File: src/hdl/vssm_pkg.sv
// Shared types and constants for the voice slot sample mixer.
// No dependencies; imported by every module of the block.
`timescale 1ns / 1ps
package vssm_pkg;

  localparam int Voices    = 8;
  localparam int VoiceIdxW = (Voices > 1) ? $clog2(Voices) : 1;
  localparam int CountW    = $clog2(Voices + 1);
  localparam int SlotW     = 3;
  localparam int PosW      = 24;
  localparam int GainW     = 16;
  localparam int SampleW   = 16;
  localparam int MixW      = 24;
  localparam int ProdW     = SampleW + GainW + 1;
  localparam int ScaledW   = ProdW - 14;
  localparam int SumW      = MixW + 2;
  localparam int QDepthW   = 2;

  localparam logic signed [SumW-1:0] MixMax = SumW'((1 <<< (MixW - 1)) - 1);
  localparam logic signed [SumW-1:0] MixMin = -SumW'(1 <<< (MixW - 1));

  typedef enum logic [1:0] {
    KIND_PLAY   = 2'd0,
    KIND_STOP   = 2'd1,
    KIND_SAMPLE = 2'd2,
    KIND_FRAME  = 2'd3
  } kind_e;

  typedef struct packed {
    kind_e                     kind;
    logic [SlotW-1:0]          slot;
    logic [PosW-1:0]           wave_length;
    logic [GainW-1:0]          gain;
    logic                      repeat_req;
    logic signed [SampleW-1:0] sample_value;
  } cmd_t;

  typedef struct packed {
    logic [SlotW-1:0]      slot_out;
    logic                  ok;
    logic [PosW-1:0]       next_position;
    logic                  voice_active;
    logic signed [MixW-1:0] mix;
    logic [CountW-1:0]     active_voices;
  } res_t;

endpackage

File: src/hdl/vssm_front.sv
// Front end: takes input words, decodes the item kind and queues
// commands for the back end. Depends on vssm_pkg.
`timescale 1ns / 1ps
module vssm_front import vssm_pkg::*; (
  input  logic                      clk_i,
  input  logic                      rst_ni,
  input  logic                      push_i,
  output logic                      full_o,
  input  logic [1:0]                kind_i,
  input  logic [SlotW-1:0]          slot_i,
  input  logic [PosW-1:0]           wave_length_i,
  input  logic [GainW-1:0]          gain_i,
  input  logic                      repeat_req_i,
  input  logic signed [SampleW-1:0] sample_value_i,
  output logic                      cmd_valid_o,
  output cmd_t                      cmd_o,
  input  logic                      cmd_pop_i
);

  cmd_t               queue_q [2];
  logic               wr_ptr_q, rd_ptr_q;
  logic [QDepthW-1:0] count_q, count_d;
  logic               do_push, do_pop;
  cmd_t               cmd_in;

  assign full_o      = (count_q == QDepthW'(2));
  assign cmd_valid_o = (count_q != '0);
  assign cmd_o       = queue_q[rd_ptr_q];
  assign do_push     = push_i && !full_o;
  assign do_pop      = cmd_pop_i && cmd_valid_o;

  // Only fields that the kind uses are kept; the rest are zeroed.
  always_comb begin
    cmd_in              = '0;
    cmd_in.kind         = kind_e'(kind_i);
    case (kind_e'(kind_i))
      KIND_PLAY: begin
        cmd_in.wave_length = wave_length_i;
        cmd_in.gain        = gain_i;
        cmd_in.repeat_req  = repeat_req_i;
      end
      KIND_STOP: begin
        cmd_in.slot = slot_i;
      end
      KIND_SAMPLE: begin
        cmd_in.slot         = slot_i;
        cmd_in.sample_value = sample_value_i;
      end
      default: begin
      end
    endcase
  end

  always_comb begin
    count_d = count_q;
    if (do_push && !do_pop) begin
      count_d = count_q + 1'b1;
    end else if (do_pop && !do_push) begin
      count_d = count_q - 1'b1;
    end
  end

  always_ff @(posedge clk_i or negedge rst_ni) begin
    if (!rst_ni) begin
      wr_ptr_q <= 1'b0;
      rd_ptr_q <= 1'b0;
      count_q  <= '0;
    end else begin
      count_q <= count_d;
      if (do_push) begin
        wr_ptr_q <= ~wr_ptr_q;
      end
      if (do_pop) begin
        rd_ptr_q <= ~rd_ptr_q;
      end
    end
  end

  always_ff @(posedge clk_i) begin
    if (do_push) begin
      queue_q[wr_ptr_q] <= cmd_in;
    end
  end

endmodule

File: src/hdl/vssm_back.sv
// Back end: voice slot state, free slot stack, gain multiply and
// saturating mix, plus the result queue. Depends on vssm_pkg.
`timescale 1ns / 1ps
module vssm_back import vssm_pkg::*; (
  input  logic  clk_i,
  input  logic  rst_ni,
  input  logic  cmd_valid_i,
  input  cmd_t  cmd_i,
  output logic  cmd_pop_o,
  output logic  empty_o,
  output res_t  res_o,
  input  logic  pop_i
);

  logic [PosW-1:0]      voice_len_q    [Voices];
  logic [PosW-1:0]      voice_pos_q    [Voices];
  logic [GainW-1:0]     voice_gain_q   [Voices];
  logic                 voice_repeat_q [Voices];
  logic                 voice_on_q     [Voices];
  logic [VoiceIdxW-1:0] free_stack_q   [Voices];
  logic [CountW-1:0]    free_count_q, free_count_d;
  logic [CountW-1:0]    active_total_q, active_total_d;
  logic signed [MixW-1:0] mix_acc_q, mix_acc_d;

  res_t               out_q [2];
  logic               out_wr_q, out_rd_q;
  logic [QDepthW-1:0] out_cnt_q, out_cnt_d;
  logic               out_pop;

  logic                  go, in_range, hit, in_wave, at_end;
  logic [VoiceIdxW-1:0]  idx, top_idx;
  logic [CountW-1:0]     count_m1;
  logic [PosW-1:0]       pos_cur, len_cur, pos_new;
  logic                  play_ok, stop_ok, smp_ok, free_it, wrap, add_it, frame, addr_kind;
  logic signed [ProdW-1:0]   prod;
  logic signed [ScaledW-1:0] scaled;
  logic signed [SumW-1:0]    sum, sum_sat;
  res_t                  res;

  assign go        = cmd_valid_i && (out_cnt_q != QDepthW'(2));
  assign cmd_pop_o = go;
  assign out_pop   = pop_i && !empty_o;
  assign empty_o   = (out_cnt_q == '0);
  assign res_o     = out_q[out_rd_q];

  assign idx      = cmd_i.slot[VoiceIdxW-1:0];
  assign in_range = (32'(cmd_i.slot) < 32'(Voices));
  assign hit      = in_range && voice_on_q[idx];
  assign count_m1 = free_count_q - 1'b1;
  assign top_idx  = count_m1[VoiceIdxW-1:0];

  assign pos_cur = voice_pos_q[idx];
  assign len_cur = voice_len_q[idx];
  assign in_wave = pos_cur < len_cur;
  assign pos_new = in_wave ? pos_cur + 1'b1 : pos_cur;
  assign at_end  = pos_new >= len_cur;

  // Q2.14 scale, round half up: floor((p + 8192) / 16384).
  assign prod   = ProdW'(cmd_i.sample_value) * $signed({1'b0, voice_gain_q[idx]});
  assign scaled = ScaledW'((prod + ProdW'(8192)) >>> 14);
  assign sum    = SumW'(mix_acc_q) + SumW'(scaled);
  assign sum_sat = (sum > MixMax) ? MixMax : ((sum < MixMin) ? MixMin : sum);

  assign addr_kind = (cmd_i.kind == KIND_STOP) || (cmd_i.kind == KIND_SAMPLE);
  assign play_ok   = (cmd_i.kind == KIND_PLAY) && (free_count_q != '0);
  assign stop_ok   = (cmd_i.kind == KIND_STOP) && hit;
  assign smp_ok    = (cmd_i.kind == KIND_SAMPLE) && hit;
  assign free_it   = stop_ok || (smp_ok && at_end && !voice_repeat_q[idx]);
  assign wrap      = smp_ok && at_end && voice_repeat_q[idx];
  assign add_it    = smp_ok && in_wave;
  assign frame     = (cmd_i.kind == KIND_FRAME);

  always_comb begin
    active_total_d = active_total_q;
    free_count_d   = free_count_q;
    if (play_ok) begin
      active_total_d = active_total_q + 1'b1;
      free_count_d   = count_m1;
    end else if (free_it) begin
      if (active_total_q != '0) begin
        active_total_d = active_total_q - 1'b1;
      end
      if (32'(free_count_q) < 32'(Voices)) begin
        free_count_d = free_count_q + 1'b1;
      end
    end
    mix_acc_d = mix_acc_q;
    if (frame) begin
      mix_acc_d = '0;
    end else if (add_it) begin
      mix_acc_d = MixW'(sum_sat);
    end
  end

  always_comb begin
    res               = '0;
    res.ok            = play_ok || stop_ok || smp_ok || frame;
    res.active_voices = active_total_d;
    if (play_ok) begin
      res.slot_out     = SlotW'(free_stack_q[top_idx]);
      res.voice_active = 1'b1;
    end else if (addr_kind) begin
      res.slot_out = cmd_i.slot;
      if (in_range) begin
        if (free_it || wrap) begin
          res.next_position = '0;
        end else if (smp_ok) begin
          res.next_position = pos_new;
        end else begin
          res.next_position = pos_cur;
        end
        res.voice_active = hit && !free_it;
      end
    end else if (frame) begin
      res.mix = mix_acc_q;
    end
  end

  always_ff @(posedge clk_i or negedge rst_ni) begin
    if (!rst_ni) begin
      for (int i = 0; i < Voices; i++) begin
        voice_len_q[i]    <= '0;
        voice_pos_q[i]    <= '0;
        voice_gain_q[i]   <= '0;
        voice_repeat_q[i] <= 1'b0;
        voice_on_q[i]     <= 1'b0;
        free_stack_q[i]   <= VoiceIdxW'(Voices - 1 - i);
      end
      free_count_q   <= CountW'(Voices);
      active_total_q <= '0;
      mix_acc_q      <= '0;
    end else if (go) begin
      free_count_q   <= free_count_d;
      active_total_q <= active_total_d;
      mix_acc_q      <= mix_acc_d;
      if (play_ok) begin
        voice_len_q[free_stack_q[top_idx]]    <= cmd_i.wave_length;
        voice_pos_q[free_stack_q[top_idx]]    <= '0;
        voice_gain_q[free_stack_q[top_idx]]   <= cmd_i.gain;
        voice_repeat_q[free_stack_q[top_idx]] <= cmd_i.repeat_req;
        voice_on_q[free_stack_q[top_idx]]     <= 1'b1;
      end else if (free_it) begin
        // Return the slot to the stack and zero its entries.
        if (32'(free_count_q) < 32'(Voices)) begin
          free_stack_q[free_count_q[VoiceIdxW-1:0]] <= idx;
        end
        voice_len_q[idx]    <= '0;
        voice_pos_q[idx]    <= '0;
        voice_gain_q[idx]   <= '0;
        voice_repeat_q[idx] <= 1'b0;
        voice_on_q[idx]     <= 1'b0;
      end else if (smp_ok) begin
        voice_pos_q[idx] <= wrap ? '0 : pos_new;
      end
    end
  end

  // Result queue
  always_comb begin
    out_cnt_d = out_cnt_q;
    if (go && !out_pop) begin
      out_cnt_d = out_cnt_q + 1'b1;
    end else if (out_pop && !go) begin
      out_cnt_d = out_cnt_q - 1'b1;
    end
  end

  always_ff @(posedge clk_i or negedge rst_ni) begin
    if (!rst_ni) begin
      out_wr_q  <= 1'b0;
      out_rd_q  <= 1'b0;
      out_cnt_q <= '0;
    end else begin
      out_cnt_q <= out_cnt_d;
      if (go) begin
        out_wr_q <= ~out_wr_q;
      end
      if (out_pop) begin
        out_rd_q <= ~out_rd_q;
      end
    end
  end

  always_ff @(posedge clk_i) begin
    if (go) begin
      out_q[out_wr_q] <= res;
    end
  end

endmodule

File: src/hdl/voice_slot_sample_mixer.sv
// Voice slot sample mixer top level: front end decoder/queue feeding the
// back end. Depends on vssm_pkg, vssm_front and vssm_back.
//
// Usage: items enter as queue words: push with full low accepts one.
// Kinds: play takes a free slot, stop frees a slot, sample mixes one
// voice sample scaled by the voice gain, frame end returns the mix and
// clears it. Every item yields exactly one result word, read as from a
// queue: while empty is low the oldest result is on the result ports,
// and pop takes it.
// Path: an accepted item is registered in the command queue, the back end
// executes it at the queue head and stores the result in the result queue.
// Throughput: one item per cycle unless the result queue is full, set by
// the back end's single step: one voice update, one multiply-accumulate.
// When the receiver stalls, two results wait in the result queue and two
// commands in the command queue, then full rises; nothing is lost.
// Reset: all voices inactive, every slot on the free stack (slot 0 on
// top), mix zero, both queues empty.
`timescale 1ns / 1ps
module voice_slot_sample_mixer import vssm_pkg::*; (
  input  logic                      clk_i,
  input  logic                      rst_ni,
  input  logic                      push,
  output logic                      full,
  input  logic [1:0]                kind_i,
  input  logic [SlotW-1:0]          slot_i,
  input  logic [PosW-1:0]           wave_length_i,
  input  logic [GainW-1:0]          gain_i,
  input  logic                      repeat_req_i,
  input  logic signed [SampleW-1:0] sample_value_i,
  output logic                      empty,
  input  logic                      pop,
  output logic [SlotW-1:0]          slot_out_o,
  output logic                      ok_o,
  output logic [PosW-1:0]           next_position_o,
  output logic                      voice_active_o,
  output logic signed [MixW-1:0]    mix_o,
  output logic [CountW-1:0]         active_voices_o
);

  logic cmd_valid, cmd_pop;
  cmd_t cmd;
  res_t res;

  vssm_front u_front (
    .clk_i          (clk_i),
    .rst_ni         (rst_ni),
    .push_i         (push),
    .full_o         (full),
    .kind_i         (kind_i),
    .slot_i         (slot_i),
    .wave_length_i  (wave_length_i),
    .gain_i         (gain_i),
    .repeat_req_i   (repeat_req_i),
    .sample_value_i (sample_value_i),
    .cmd_valid_o    (cmd_valid),
    .cmd_o          (cmd),
    .cmd_pop_i      (cmd_pop)
  );

  vssm_back u_back (
    .clk_i       (clk_i),
    .rst_ni      (rst_ni),
    .cmd_valid_i (cmd_valid),
    .cmd_i       (cmd),
    .cmd_pop_o   (cmd_pop),
    .empty_o     (empty),
    .res_o       (res),
    .pop_i       (pop)
  );

  assign slot_out_o      = res.slot_out;
  assign ok_o            = res.ok;
  assign next_position_o = res.next_position;
  assign voice_active_o  = res.voice_active;
  assign mix_o           = res.mix;
  assign active_voices_o = res.active_voices;

endmodule

File: config.mk
export PLATFORM = sky130hd
export DESIGN_NAME = voice_slot_sample_mixer
export DESIGN_NICKNAME = d
export VERILOG_FILES = /design/src/hdl/vssm_pkg.sv /design/src/hdl/vssm_front.sv /design/src/hdl/vssm_back.sv /design/src/hdl/voice_slot_sample_mixer.sv
export SDC_FILE = /design/constraint.sdc
export NUM_CORES = 2
export LEC_CHECK = 0
export ABC_AREA = 1
export BUFFER_PORTS_ARGS = -buffer_cell sky130_fd_sc_hd__buf_2
export CAP_MARGIN = 0
export CORE_MARGIN = 4
export CORE_UTILIZATION = 61
export CTS_CLUSTER_DIAMETER = 120
export CTS_CLUSTER_SIZE = 20
export DETAILED_ROUTE_END_ITERATION = 8
export PLACE_DENSITY = 0.82
export SLEW_MARGIN = 5
export SYNTH_ARGS = -nofsm -noshare
export SYNTH_HDL_FRONTEND = slang
export SYNTH_SLANG_ARGS = --single-unit
File: constraint.sdc
create_clock -name clk_i -period 15.1 [get_ports clk_i]
set_clock_uncertainty 0.05 [all_clocks]
set_input_delay 0.755 -clock clk_i [delete_from_list [all_inputs] [get_ports clk_i]]
set_output_delay 0.755 -clock clk_i [all_outputs]
set_load 0.005 [all_outputs]
---- Word-level counts from Yosys, hierarchy flattened ----
Memory sizes are Yosys's and may differ from the RTL's.
Index checks and enable logic that the tools add are counted.
storage, ports and cells
  bits in registers ....................... 592
  bits in writable memories ............... 238
  input port bits ......................... 66
  word-level logic and storage cells ...... 242
  memories ................................ 2
operators by class
  add/sub/neg operators ................... 11
  multipliers ............................. 1
  $lt $le $gt $ge ......................... 12
  equality and inequality tests ........... 7
  muxes and demuxes ....................... 81
  bitwise logic cells ..................... 20
  reductions and logical operators ........ 51
memory list
  memory           depth  width  rd ports  clocked after Yosys merged registers in  wr ports  RTL line          RTL
  u_front.queue_q  2      62     1         0                                        1         vssm_front.sv:20  cmd_t queue_q [2];
  u_back.out_q     2      57     1         0                                        1         vssm_back.sv:25   res_t out_q [2];
operator list
  cell                                                             count
  two-way mux 192 bit                                              5
  bitwise AND 192 bit                                              3
  two-way mux 24 bit                                               18
  bitwise mux 192 bit                                              2
  NOT 192 bit                                                      2
  two-way mux 128 bit                                              2
  binary-select mux 24 bit (select 3 bit)                          2
  demux 24 bit (select 3 bit)                                      2
  bitwise AND 128 bit                                              1
  bitwise mux 128 bit                                              1
  NOT 128 bit                                                      1
  demux 16 bit (select 3 bit)                                      2
  two-way mux 16 bit                                               5
  binary-select mux 16 bit (select 3 bit)                          1
  two-way mux 41 bit                                               1
  adder 33 x 15 -> 33 bit, second input constant                   1
  multiplier 16 x 17 -> 33 bit                                     1
  two-way mux 8 bit                                                4
  adder 24 x 19 -> 25 bit                                          1
  greater-than comparator 25 x 24 -> 1 bit, second input constant  1
  less-than comparator 25 x 24 -> 1 bit, second input constant     1
  two-way mux 25 bit                                               1
  adder 24 x 1 -> 24 bit, second input constant                    1
  bitwise mux 24 bit                                               1
  other kinds (37)                                                 123

---- Depth between registers and ports, before layout ----
An unclocked memory read counts as a cell.
  word-level depth ........................ 15
  gate-level depth with buffers ........... 55
  gate-level depth less buffers ........... 48

---- Cells and area by module ----
From an unflattened synthesis, not the netlist that was laid out.
second synthesis, totals
  cell total of the unflattened synthesis .. 7,432
  area total of the unflattened synthesis .. 56,551.7 um^2
modules (own cells, without submodules)
  module      instances  cells an instance  area each (um^2)
  vssm_back   1          6,946              51,247.9
  vssm_front  1          486                5,303.8

---- Least setup slack after synthesis ----
OpenSTA, ideal clock, no wires.
  kind .................................... reg-to-reg
  start point ............................. register u_front.rd_ptr_q
  end point ............................... register u_back.mix_acc_q[1]
  library setup time ...................... 0.130 ns
  arrival time ............................ 9.051 ns
  setup slack ............................. 5.869 ns
  cell stages (with the launch flop) ...... 49
  buffers on the path ..................... 8
  clock period less this slack ............ 9.231 ns
  cells stage by stage .................... dfrtp_1 buf_6 inv_4 buf_6 nand2_4 nand2_4 buf_6 buf_6 buf_4 buf_2 clkbuf_1 nand2_1 o21ai_0 nand2_1 nand2_1 nand2_1 nand2_1 clkinv_1 [... 13 more ...] nor2_1 a21boi_0 nand2_1 xor2_1 ha_1 inv_1 fa_1 o21ai_0 a31oi_1 o21ai_0 nand3_1 nand3_1 xor2_1 nor2_1 clkbuf_1 o21ai_0 nand3_1 o21ai_0
on the way
  longest elaborated chain between the ends .. 13
  elaborated cells on any way between the ends .. 30
  classes of those cells .................. 2 x add/sub; 1 x mul; 3 x order compare; 2 x eq/ne; 16 x mux; 1 x bitwise; 4 x reduce/logical; 1 x memory
RTL lines
  element                                                RTL line          RTL
  start: declaration                                     vssm_front.sv:21  logic wr_ptr_q, rd_ptr_q;
  start signal: assignment                               vssm_front.sv:74  rd_ptr_q <= ~rd_ptr_q;
  memory (2 x 62 bit) *                                  --
  NOT 3 -> 4 bit (implied by the code)                   --
  binary-select mux 16 bit (select 3 bit)                vssm_back.sv:59   assign prod = ProdW'(cmd_i.sample_value) * $signed({1'b0, voice_gain_q[idx]});
  two-way mux 16 bit (implied by the code) (2 in a row)  vssm_back.sv:59
  multiplier 16 x 17 -> 33 bit                           vssm_back.sv:59
  adder 33 x 15 -> 33 bit                                vssm_back.sv:60   assign scaled = ScaledW'((prod + ProdW'(8192)) >>> 14);
  adder 24 x 19 -> 25 bit                                vssm_back.sv:61   assign sum = SumW'(mix_acc_q) + SumW'(scaled);
  less-than comparator 25 x 24 -> 1 bit                  vssm_back.sv:62   assign sum_sat = (sum > MixMax) ? MixMax : ((sum < MixMin) ? MixMin : sum);
  two-way mux 24 bit (2 in a row)                        vssm_back.sv:62
  two-way mux 24 bit                                     vssm_back.sv:90   end else if (add_it) begin
  two-way mux 24 bit                                     vssm_back.sv:88   if (frame) begin
  end signal: assignment                                 vssm_back.sv:135  mix_acc_q <= mix_acc_d;
  end: declaration                                       vssm_back.sv:23   logic signed [MixW-1:0] mix_acc_q, mix_acc_d;
Mark *: on every way between the ends. The rest lies on a longest branch, timed or not. The select of a mux whose other input is x is not followed.
A chain may end at the register's enable or synchronous reset.

---- Final worst setup path ----
  start point ............................. register u_front.rd_ptr_q
  end point ............................... register u_back.mix_acc_q[22]
Same word-level chain as after synthesis.

==> parameters.txt <==
Parameter                              Value

CTS
  Number of gates resized after CTS ... 0
  CTS root buffer ... clkbuf_16
  Clock buffers created by TritonCTS ... 49
  Insertion delay to the later sink of the worst-skew pair ... between 0.6 and 0.7 ns
  Number of sinks driven by the clock tree ... 830
  Number of setup buffers added after CTS ... 0
  Clock tree from TritonCTS ... yes
  Clock slew seen by the registers of the worst setup and hold paths ... ~0.090 ns
  Maximum level of the CTS H-tree ... 2
  Clock buffer depth ... 3
  Hold bufs inserted after CTS ... 0

Drt
  Met3 Wirelength ... between 20 and 25 mm
  Met1 Wirelength ... 69.77 mm
  Wire length on met2 ... a little over 80 mm
  Post-route DRC violation count ... 0
  Post-DR vias/cell ... roughly 6.3
  Final WL ... 185.8 mm
  Length of the first detailed-routing pass in iterations ... 7
  Per-cell routed wire length ... roughly 22 um
  Total via count after detailed routing ... between 50,000 and 60,000
  Number of DRC markers after the initial detailed-route iteration ... roughly 7,400
  Top layer reached by signal wires ... met5
  Post-detailed-route count of antenna-violating nets ... 0

STA
  Count of pins over their slew limit ... 0
  Final total negative setup slack ... 0 ns
  Finish-stage setup viols ... 0
  RSZ-0062 raised after global routing ... false
  Post-route clock period utilization ... slightly above 80%
  Time the worst path needs with I/O delays and setup ... ~12 ns
  Max Freq ... between 0.08 and 0.09 GHz
  Pin slew with the least headroom to its limit ... 1.307 ns
  Worst rel slew slack ... between 10% and 20%
  Number of hold-slack violations in the final timing report ... 0

Setup path
  Worst Path Max Fanout ... between 80 and 90
  Worst Path Buf+Inv ... 11
  Dominant cell type by count on the critical path ... fa_1
  Critical Path AT ... ~13 ns
  Critical Path End Type ... flop
  Kind of start point of the critical path ... flop
  Largest stage delay, worst path ... about 0.89 ns
  Worst Reg2Reg Path Length in Cells ... 42
  Cell family with the largest share of critical-path delay ... adder cells
  R2R Setup Slk ... between 2 and 3 ns
  Highest-delay cell along the critical path ... nor2_1
  Crit Path Class ... flop to flop
  Logic depth of the worst setup path including buffers ... 42
  Crit Reg-Reg Startpoint ... u_front.rd_ptr_q
  Critical path required time ... between 15 and 20 ns
  Capture point of the worst reg-to-reg path ... u_back.mix_acc_q[22]

Global route
  Vias in the first global route ... roughly 50,000
  Global-route usage over all layers ... 37.42%
  Initial antenna violation count ... 3
  Pin count of the biggest net entering global routing ... around 190
  Global-route wire length before repair ... 287.3 mm
  Total overflow reported by the global router ... 0

Die
  Row count ... between 100 and 150
  Initial core utilization ... about three fifths
  Area of the die ... just under 100,000 um^2
  CORE AREA ... slightly above 90,000 um^2
  Total I/O pin count ... 125
  Y dimension of the die ... a little over 300 um
  Die outline width ... 311.5 um

Synthesis
  Post-synthesis net count ... around 7,700
  Part of the Yosys area used for sequential elements ... 39.13%
  Netlist area before placement ... around 56,000 um^2
  Share of synthesized flip-flops with an asynchronous set or reset ... between 70% and 80%
  Synthesized area per cell ... a little under 8 um^2
  Synthesis warning total ... 0
  Post-synth EDFFs ... about 240
  Number of distinct standard cells referenced by the synthesized netlist ... between 50 and 60
  Top flip-flop cell by instance count after synthesis ... dfrtp_1
  Synthesis-stage register bit count ... 830
  Number of standard cells after synthesis ... between 7,000 and 8,000

Layout
  Share of post-route cells with drive strength above 1 ... approximately 6.2%
  Number of nets at the end of the flow ... between 7,000 and 8,000
  Leading cell type in the layout, fill and taps excluded ... nand2_1
  Leading cell types in the layout, fill and taps excluded ... nand2_1 (2,446), inv_1 (897), dfrtp_1 (577)
  Fin area ... 58,860 um^2
  Area Growth Syn to Fin ... 4.787%
  Filler cell count in the final layout ... 7,831
  Post-layout util ... 64.31%

Flow run
  Max_cap viols ... 0

Hold path
  Type of the tightest min-delay check ... input pin to asynchronous set/reset pin

Place
  Total half-perimeter wirelength after legalization and detailed placement ... 121.8 mm
  Routability congestion estimate from global placement ... around 1.0
  PortBufs ... between 100 and 150
  Placed cell areas ... 57,400 um^2

Run status
  Result of the run ... completed
worst max path at each step:
stage                     start                    to  slack (ns)
2_1_floorplan  u_front.rd_ptr_q   u_back.mix_acc_q[1]        5.87
3_3_place_gp   u_front.rd_ptr_q  u_back.mix_acc_q[22]        3.05
3_5_place_dp   u_front.rd_ptr_q  u_back.mix_acc_q[22]        2.80
4_1_cts        u_front.rd_ptr_q  u_back.mix_acc_q[22]        2.81
5_1_grt        u_front.rd_ptr_q  u_back.mix_acc_q[22]        1.63
6_report       u_front.rd_ptr_q  u_back.mix_acc_q[22]        2.62
sequential cells by signal, indices dropped and copies added, names as in the netlist, 4 cells and up:
register               flops
u_back.voice_on_q          8
u_back.free_count_q        4
u_back.out_q             114
u_back.mix_acc_q          24
u_back.voice_len_q       192
u_back.voice_repeat_q      8
u_back.voice_gain_q      128
u_back.free_stack_q       24
u_back.voice_pos_q       192
u_back.active_total_q      4
u_front.queue_q          124
cells in the mapped netlist (4+ instances only):
cell	n	area share [%]
ha_1	204	4.5
a211oi_1	5	0.067
nand2_1	2451	16
o211ai_1	46	0.61
nor2_1	331	2.2
buf_6	10	0.20
buf_1	59	0.39
clkinv_1	9	0.060
o21ai_0	434	3.9
buf_2	52	0.46
dfrtp_1	579	26
o21ai_1	113	1.0
xnor2_1	19	0.30
nand3_2	20	0.36
nor2_2	12	0.13
a31oi_1	14	0.16
nor2_4	10	0.20
o22ai_1	67	0.75
o32ai_1	309	4.8
buf_4	7	0.094
o21a_1	25	0.33
nand2_2	12	0.13
o2111ai_1	14	0.22
a221oi_1	42	0.65
or2_2	44	0.49
a21oi_1	125	1.1
a22oi_1	16	0.21
fa_1	195	6.9
nor3_1	19	0.17
clkbuf_1	302	2.0
nand3_1	257	2.3
nand4_1	221	2.5
inv_1	906	6.1
xor2_1	35	0.55
nand2_4	4	0.080
a21o_1	7	0.094
inv_2	10	0.067
edfxtp_1	238	13
dfstp_2	13	0.61
cell families after synthesis:
kind of cell | share of synthesized area (%)
buf+inv | 9.373
fa+ha+maj | 11.49
flops | 39.13
xor+xnor | 0.8420
simple gates | 25.03
compound gates | 14.13
metal layers:
metal / up-vias / track usage (%)
li1: 23610 / -
met1: 24620 / 49.75
met2: 3534 / 57.07
met3: 657 / 8.286
met4: 4 / 21.18
met5: - / 0
per-stage QoR:
step / cells / hold WS, ns / setup WS (ns)
after floorplan: 7261 / 0.3978 / 5.869
after detailed placement: 8244 / 0.4187 / 2.804
after CTS: 8323 / 0.1333 / 2.805
after global routing: 8323 / 0.1960 / 1.627
final: 8324 / 0.1043 / 2.621
after global placement: 8244 / 0.4128 / 3.048
final cells by class:
cell class	instances	area [um^2]	share of cell area [%]
Antenna cell	1	2.502	0.004252
Tap cell	1186	1484	2.521
Inverter	927	3485	5.920
Clock inverter	9	127.6	0.2168
Sequential cell	830	21980	37.34
Multi-Input combinational cell	5074	29010	49.29
Clock buffer	70	1325	2.251
Timing Repair Buffer	227	1441	2.449
Power is not shown: default switching activity piles up to over one toggle a cycle in this logic, so the estimate is an artifact.
